$ cat src/rtl/pc_pkg.sv
// shared types and constants for the pearson correlation block
package pc_pkg;

    localparam int SAMPLE_WIDTH = 16;
    localparam int MAX_SAMPLES  = 4096;
    localparam int CNT_W        = 13;
    localparam int SUM_W        = 28;
    localparam int SQ_W         = 43;
    localparam int DIFF_W       = 57;
    localparam int MA_W         = 112;
    localparam int MB_W         = 56;
    localparam int PROD_W       = MA_W + MB_W;
    localparam int Q_W          = 15;
    localparam int BIT_W        = 4;
    localparam int ROUND_SHIFT  = 30;
    localparam int CORR_W       = 16;

    typedef enum logic [3:0] {
        OP_NSXY,
        OP_SXSY,
        OP_NSXX,
        OP_SXSX,
        OP_NSYY,
        OP_SYSY,
        OP_VXVY,
        OP_NUM2,
        OP_ODD,
        OP_TEST
    } op_t;

    typedef enum logic [2:0] {
        ST_ACCUM,
        ST_ISSUE,
        ST_WAIT,
        ST_CHECK,
        ST_FINISH
    } state_t;

    typedef struct packed {
        logic             accept;
        logic             start;
        logic             commit;
        logic             load_out;
        op_t              op;
        logic [BIT_W-1:0] bit_idx;
    } cmd_t;

    typedef struct packed {
        logic mul_done;
        logic degen;
    } status_t;

endpackage

$ cat src/rtl/pc_ctrl.sv
// controller: accumulate phase, multiply sequence, root search and output handshake
module pc_ctrl (
    input  logic            clk,
    input  logic            rst_n,
    input  logic            s_tvalid,
    output logic            s_tready,
    input  logic            s_tlast,
    output logic            m_tvalid,
    input  logic            m_tready,
    output pc_pkg::cmd_t    cmd,
    input  pc_pkg::status_t status
);
    import pc_pkg::*;

    state_t           state_reg, state_next;
    op_t              op_reg, op_next;
    logic [BIT_W-1:0] bit_reg, bit_next;
    logic             out_valid_reg, out_valid_next;

    always_comb
    begin
        state_next   = state_reg;
        op_next      = op_reg;
        bit_next     = bit_reg;
        s_tready     = 1'b0;
        cmd.accept   = 1'b0;
        cmd.start    = 1'b0;
        cmd.commit   = 1'b0;
        cmd.load_out = 1'b0;
        cmd.op       = op_reg;
        cmd.bit_idx  = bit_reg;
        unique case (state_reg)
            ST_ACCUM:
            begin
                s_tready   = 1'b1;
                cmd.accept = s_tvalid;
                if (s_tvalid && s_tlast)
                begin
                    op_next    = OP_NSXY;
                    state_next = ST_ISSUE;
                end
            end
            ST_ISSUE:
            begin
                cmd.start  = 1'b1;
                state_next = ST_WAIT;
            end
            ST_WAIT:
            begin
                if (status.mul_done)
                begin
                    cmd.commit = 1'b1;
                    state_next = ST_ISSUE;
                    unique case (op_reg)
                        OP_NSXY: op_next = OP_SXSY;
                        OP_SXSY: op_next = OP_NSXX;
                        OP_NSXX: op_next = OP_SXSX;
                        OP_SXSX: op_next = OP_NSYY;
                        OP_NSYY: op_next = OP_SYSY;
                        OP_SYSY: state_next = ST_CHECK;
                        OP_VXVY: op_next = OP_NUM2;
                        OP_NUM2:
                        begin
                            op_next  = OP_ODD;
                            bit_next = BIT_W'(Q_W - 1);
                        end
                        OP_ODD:  op_next = OP_TEST;
                        OP_TEST:
                        begin
                            if (bit_reg == '0)
                            begin
                                state_next = ST_FINISH;
                            end
                            else
                            begin
                                bit_next = bit_reg - BIT_W'(1);
                                op_next  = OP_ODD;
                            end
                        end
                        default: state_next = ST_FINISH;
                    endcase
                end
            end
            ST_CHECK:
            begin
                // zero variance skips the root search, q stays zero
                if (status.degen)
                begin
                    state_next = ST_FINISH;
                end
                else
                begin
                    op_next    = OP_VXVY;
                    state_next = ST_ISSUE;
                end
            end
            ST_FINISH:
            begin
                if (!out_valid_reg || m_tready)
                begin
                    cmd.load_out = 1'b1;
                    state_next   = ST_ACCUM;
                end
            end
            default: state_next = ST_ACCUM;
        endcase
    end

    always_comb
    begin
        out_valid_next = out_valid_reg;
        if (cmd.load_out)
        begin
            out_valid_next = 1'b1;
        end
        else if (m_tready)
        begin
            out_valid_next = 1'b0;
        end
    end

    assign m_tvalid = out_valid_reg;

    always_ff @(posedge clk or negedge rst_n)
    begin
        if (!rst_n)
        begin
            state_reg     <= ST_ACCUM;
            op_reg        <= OP_NSXY;
            bit_reg       <= '0;
            out_valid_reg <= 1'b0;
        end
        else
        begin
            state_reg     <= state_next;
            op_reg        <= op_next;
            bit_reg       <= bit_next;
            out_valid_reg <= out_valid_next;
        end
    end

    a_done_in_wait: assert property (@(posedge clk) disable iff (!rst_n)
        status.mul_done |-> state_reg == ST_WAIT)
        else $error("multiplier finished outside wait state");

    a_load_free: assert property (@(posedge clk) disable iff (!rst_n)
        cmd.load_out |-> (!out_valid_reg || m_tready))
        else $error("result register overwritten while full");

    a_bit_range: assert property (@(posedge clk) disable iff (!rst_n)
        bit_reg <= BIT_W'(Q_W - 1))
        else $error("search bit index out of range");

    a_issue_then_wait: assert property (@(posedge clk) disable iff (!rst_n)
        state_reg == ST_ISSUE |=> state_reg == ST_WAIT)
        else $error("issue not followed by wait");

endmodule

$ cat config.mk
export PLATFORM = sky130hd
export DESIGN_NAME = pc_ctrl
export DESIGN_NICKNAME = d
export VERILOG_FILES = /design/src/rtl/pc_pkg.sv /design/src/rtl/pc_ctrl.sv
export SDC_FILE = /design/constraint.sdc
export NUM_CORES = 1
export LEC_CHECK = 0
export BUFFER_PORTS_ARGS = -buffer_cell sky130_fd_sc_hd__buf_2
export CORE_MARGIN = 3
export CORE_UTILIZATION = 40
export CTS_BUF_LIST = sky130_fd_sc_hd__clkbuf_16
export CTS_CLUSTER_DIAMETER = 50
export CTS_CLUSTER_SIZE = 8
export DETAILED_ROUTE_END_ITERATION = 12
export PLACE_DENSITY = 0.67
export SYNTH_ARGS = -nofsm -noshare
export SYNTH_HDL_FRONTEND = slang
export SYNTH_SLANG_ARGS = --single-unit
$ cat constraint.sdc
create_clock -name clk -period 4.3 [get_ports clk]
set_input_delay 0.43 -clock clk [delete_from_list [all_inputs] [get_ports clk]]
set_output_delay 0.43 -clock clk [all_outputs]
set_load 0.005 [all_outputs]
==> run metrics, run 1 <==
Cells after DPL roughly 130; final worst slack 2.379 ns; reg2reg end bit_reg[0]; slack of the worst reg-to-reg path 2.40 ns; power consumption between 0.0006 and 0.0007 W; post-CTS resize count 0; Worst IR Drop VDD ~0.35 mV; Via density approximately 5.7; GPL Wtd Cong roughly 0.82; die area ~2600 sq um; worst rel slew slack between 70% and 80%; Post-Layout Cell Count between 100 and 150; Ys Warns 0; HP Class in2async; vias in the first global route ~700; WS Path Type reg2out; H-tree depth 1; Post-Synth Adder-Cell Area under 10%; Core ar. ~1800 sq um; CP Cell Sequence nor3b_4 > and2_1 > buf_2; Yosys cell types 38; PD cells around 670 nW/um^2; Synth Area per Inst 8.652 sq um; area grow syn2layout 22.31%; critical path fanouts, max 14; Clock Latency Late Sink 0.24 ns; Detailed Place HPWL roughly 1.4 mm; Fin Setup TNS 0 ns; Iter 0 DRT Violations 18; Finished Cell Area 994.7 sq um; gate count of the mapped netlist 94; cts hold-fix bufs 0; Largest stage delay, worst path 0.53 ns; worst r2r src bit_reg[0]; sequential fraction of the synthesis area a little under two fifths; Area after DPL between 900 and 1000 sq um; leading area contributor after synthesis dfrtp_1; Worst Clk Skew about 0.0014 ns; fin nets 121; layout cell share with drive strength beyond 1 24.11%; Final Hold Vio Count 0; Setup WS pre-CTS approximately 2.4 ns; post-synthesis mux area share ~1.2%; Synth Area in Compound Gates ~22%; CP Capture Point cmd[9]; RSZ-0062 raised after global routing no; Final Max Tran Viols 0; first-pass GRT wire length about 3.2 mm; gr usage total between 10% and 20%; CP Capture Type primary output; top_reg_cell synth dfrtp_1; Slowest cell on crit path dfrtp_1; Synth Area in Simple Gates around a third; largest family of logic cells by synthesized area simple AND/OR/NAND/NOR gates; XOR/XNOR Fraction of Synth Area 0%; Max Cap Viol 0; crit-path leading delay family simple AND/OR/NAND/NOR gates; min Tclk post-route about 1.9 ns; drt drc 0; period utilization approximately 45%; IO buf count 20; CP Launch Type flop; Die Y ~51 um; Worst Tran Pin Value roughly 0.45 ns; Clock transition at path regs 0.04 ns; largest cells by area after synthesis dfrtp_1 (37%), a21oi_1 (5.5%), nor2_1 (3.7%), nand2b_1 (3.1%), o21ai_0 (3.1%); total CTS buffers 3; total I/O pin count 21; Max Buffers Root-to-Sink 2; ant diodes 0; Vias between 700 and 800; WL/cell 13.26 um; Worst Setup SP state_reg[0]; initial antenna violation count 0; WP depth 3; Mapped Area approximately 810 sq um; antenna-violating nets left 0; number of flops mapped to enable cells by yosys 0; Setup Buffers After CTS 0; final wirelength around 1.8 mm; Starting Density 44.67%; die width slightly above 50 um; CP Buf/Inv Count 1; root buffer cell clkbuf_16; area share of the largest cell type after synthesis between 30% and 40%; R2R cell count 6; total grt overflow 0; synthesis-stage register bit count 12; First-pass DRT Iterations 4; TritonCTS clock tree done; Post-synth ARST share 100.0%; Max Fclk about 520 MHz; leakage ~0.44 nW; # clock sinks 12; Arr. time, crit path approximately 1.5 ns; largest net degree at the start of global routing 15; status finished clean; WP data required about 3.9 ns; final setup violation count 0; Cell Rows 15; Mapped Nets 102
==> worst register-to-register path, cell delays in order (launching register included) <==
cell and delay (ns):
dfrtp_1 0.39, inv_1 0.08, ha_1 0.21, or3b_2 0.48
a31oi_1 0.37, nor2_1 0.11, o21ai_0 0.18
==> synthesized netlist by cell type, drive strengths merged (3+ instances only) <==
cell type	number
a21oi	9
a31oi	3
buf	3
clkbuf	3
dfrtp	12
inv	6
nand2b	4
nand3	5
nand4	3
nor2	8
nor2b	3
o21ai	5
==> per-layer routing <==
layer  share of wire (%)  GRT usage (%)
met1                  45          21.27
met2                  48          25.11
met3                 6.9          5.539
met4                0.50          4.036
met5                   0              0
==> cells by family after synthesis <==
kind of cell    Yosys count
buf+inv                  12
compound gates           28
fa+ha+maj                 1
flops                    12
mux                       1
simple gates             40
==> placed cells by master, fill, tap and decap left out, drive strengths merged, types with 3 or more instances in the layout <==
cell type  Yosys  final
clkbuf         3      3
dfrtp         12     12
a31oi          3      3
nand2b         4      4
nor2           8      8
nand4          3      3
nor2b          3      3
inv            6      6
nand3          5      5
o21ai          5      5
a21oi          9      9
buf            3     20
==> through the flow <==
| step | util [%] | hold WS [ns] |
|---|---|---|
| after floorplan | - | 0.1344 |
| after global placement | 50.31 | 0.3181 |
| after detailed placement | 50.31 | 0.3218 |
| after CTS | 54.64 | 0.06803 |
| after global routing | 54.64 | 0.07404 |
| final | 54.64 | 0.06144 |
==> how the worst min path moves through the flow <==
stage                     start      endpoint  slack, ns
after floorplan           rst_n    bit_reg[0]       0.13
after global placement    rst_n     op_reg[2]       0.32
after detailed placement  rst_n     op_reg[1]       0.32
after CTS                 rst_n  state_reg[2]       0.07
after global routing      rst_n     op_reg[3]       0.07
final                     rst_n     op_reg[2]       0.06
==> report_power, final <==
group	internal, W	total [W]	switching, W
logic	0.000134	0.000266	0.000132
registers	0.000153	0.000232	0.0000797
clock network	0.000122	0.000170	0.0000477
total	0.000409	0.000668	0.000259
==> layout make-up <==
class	count	area, sq um
clock buffer	3	75.07
tap	25	31.28
sequential	12	300.3
inverter	6	22.52
timing repair buffer	20	100.1
fill	187	825.8
multi-input combinational	70	461.7
clock inverter	1	3.754
Power figures use the tool's default switching activity.
==> run 2: changes to the inputs <==
- clock period: 4.3 -> 1.85 ns (I/O delays scaled with it)
==> run 2 against run 1 <==
Effect of this change:
- wire length down 0.22%
- via count down 0.51%
- sequential power up 130%
- sequential cell count unchanged
- core utilization up 2.0 points
- register-to-register slack worse by 2.3 ns
- first-iteration DRC count down 22%
- non-clock buffer count up 3
- hold slack better by 0.10 ns
- global-route usage up 0.18 points
- sequential share of layout area down 1.1 points
- largest cell class unchanged
==> run metrics, run 2 (synthesis gave the netlist of run 1 again) <==
Arr. time, crit path 1.84 ns (was 1.49 ns); Final Max Tran Viols 0 (unchanged); Worst Setup SP bit_reg[0] (was state_reg[0]); Setup WS pre-CTS 0.04298 ns (was 2.438 ns); final setup violation count 0 (unchanged); Iter 0 DRT Violations 14 (was 18); WP data required 1.96 ns (was 3.87 ns); CP Capture Type flop (was primary output); layout cell share with drive strength beyond 1 26.32% (was 24.11%); Starting Density 44.67% (unchanged); crit-path leading delay family simple AND/OR/NAND/NOR gates (unchanged); Register Area 300.3 sq um (unchanged); WL/cell 13.04 um (was 13.26 um); First-pass DRT Iterations 4 (unchanged); sequential power share 33.6% (was 34.8%); period utilization ~93%; GPL Wtd Cong 0.8491 (was 0.8248); Multi-input gate area 476.7 sq um (was 461.7 sq um); Clock Latency Late Sink 0.23 ns (was 0.24 ns); hold_sp m_tready; H-tree depth 1 (unchanged); Largest stage delay, worst path 0.50 ns (was 0.53 ns); ant diodes 0 (unchanged); Final Hold Vio Count 0 (unchanged); Area after DPL 930.9 sq um (was 915.9 sq um); CP Cell Sequence inv_1 > ha_1 > or3b_2 > a31oi_4 > or4_1 > nand3_1 (was nor3b_4 > and2_1 > buf_2); first-pass GRT wire length 3.187 mm (was 3.174 mm); status finished clean (unchanged); Max Cap Viol 0 (unchanged); min Tclk post-route ~1.7 ns; worst r2r src bit_reg[0] (unchanged); critical path fanouts, max 5 (was 14); Pint 0.0009754 W (was 0.0004087 W); Clock transition at path regs 0.04 ns (about the same); Worst Tran Pin Value 0.5332 ns (was 0.4462 ns); Worst IR Drop VDD 0.9362 mV (was 0.3477 mV); CP Buf/Inv Count 1 (unchanged); Worst Clk Skew 0.0006615 ns (was 0.001429 ns); PD cells 1539 nW/um^2 (was 671.6 nW/um^2); Max Buffers Root-to-Sink 2 (unchanged); die area 2610 sq um (unchanged); Detailed Place HPWL 1.382 mm (was 1.392 mm); TritonCTS clock tree done (unchanged); fin nets 124 (was 121); Clk pwr share 23.7% (was 25.4%); leakage 0.4560 nW (was 0.4409 nW); final wirelength 1.812 mm (was 1.816 mm); Cell Rows 15 (unchanged); initial antenna violation count 0 (unchanged); Max Fclk around 580 MHz; die width 51.09 um (unchanged); HP Class in2reg (was in2async); drt drc 0 (unchanged); total I/O pin count 21 (unchanged); most common cell after layout, fill and taps aside buf_2 (unchanged); # clock sinks 12 (unchanged); vias in the first global route 716 (was 707); area grow syn2layout 26.77% (was 22.31%); final worst slack 0.1211 ns (was 2.379 ns); WS Path Type reg2reg (was reg2out); most frequent cells in the layout buf_2 (20), dfrtp_1 (12), a21oi_1 (9) (unchanged); largest net degree at the start of global routing 13 (was 15); Core ar. 1821 sq um (unchanged); root buffer cell clkbuf_16 (unchanged); antenna-violating nets left 0 (unchanged); power consumption 0.001587 W (was 0.0006680 W); Fin Setup TNS 0 ns (unchanged); gr usage total 16.32% (was 16.13%); Finished Cell Area 1031 sq um (was 994.7 sq um); Slowest cell on crit path or3b_2 (was dfrtp_1); total grt overflow 0 (unchanged); Vias 774 (was 778); sw frac 38.52% (was 38.82%); total CTS buffers 3 (unchanged); combinational group share of total power 42.7% (was 39.8%); Die Y 51.09 um (unchanged); worst rel slew slack 64.45% (was 70.25%); Setup Buffers After CTS 0 (unchanged); fillers 182 (was 187); Sw Pwr 0.0006111 W (was 0.0002593 W); CP Launch Type flop (unchanged); Via density 5.568 (was 5.679); IO buf count 20 (unchanged)
-- run 2: per-stage QoR --
stage	util, %	hold slack [ns]	instances
global route	56.63	0.1872	139
floorplan	-	-0.1106	94
CTS	55.81	0.1571	139
global placement	51.13	0.07260	135
finish	56.63	0.1619	139
detailed placement	51.13	0.07483	135
-- run 2: metal layers --
metal	track usage, %	part of all wire [%]	vias to the layer above	wire, um
met1	21.45	47	357	851
met3	6.122	6.1	2	110
met4	4.933	0.55	0	10
li1	-	-	389	-
met2	24.68	46	26	841
met5	0	0	-	0
-- run 2: cell type report --
cell class	count	area share (%)
tap	25	3.034
inverter	6	2.184
clock buffer	3	7.282
sequential	12	29.13
timing repair buffer	23	12.14
multi-input combinational	70	46.24
-- run 2: power groups by stage --
stage	Sequential (W)	Combinational [W]	Clock (W)
after CTS	0.000530	0.000662	0.000386
after detailed placement	0.000534	0.000657	0
after global routing	0.000564	0.000766	0.000400
after global placement	0.000529	0.000646	0
final	0.000533	0.000677	0.000377
after floorplan	0.000444	0.000517	0
-- run 2: final timing paths --
path | end | slack, ns | cells past startpoint
setup / recovery | bit_reg[3] | 0.12 | 6
min in group asynchronous | op_reg[2] | 0.37 | 2
hold / removal | m_tvalid | 0.16 | 2
setup reg to reg | bit_reg[3] | 0.12 | 6
max in group asynchronous | bit_reg[0] | 1.27 | 2
hold reg to reg | bit_reg[0] | 0.58 | 2
-- run 2: timing repair --
action / CTS / global route
endpoints found under the setup margin: 0 / 4
hold endpoints to repair: 12 / 0
resized for setup: 0 / 2
hold buffers: 1 / 0
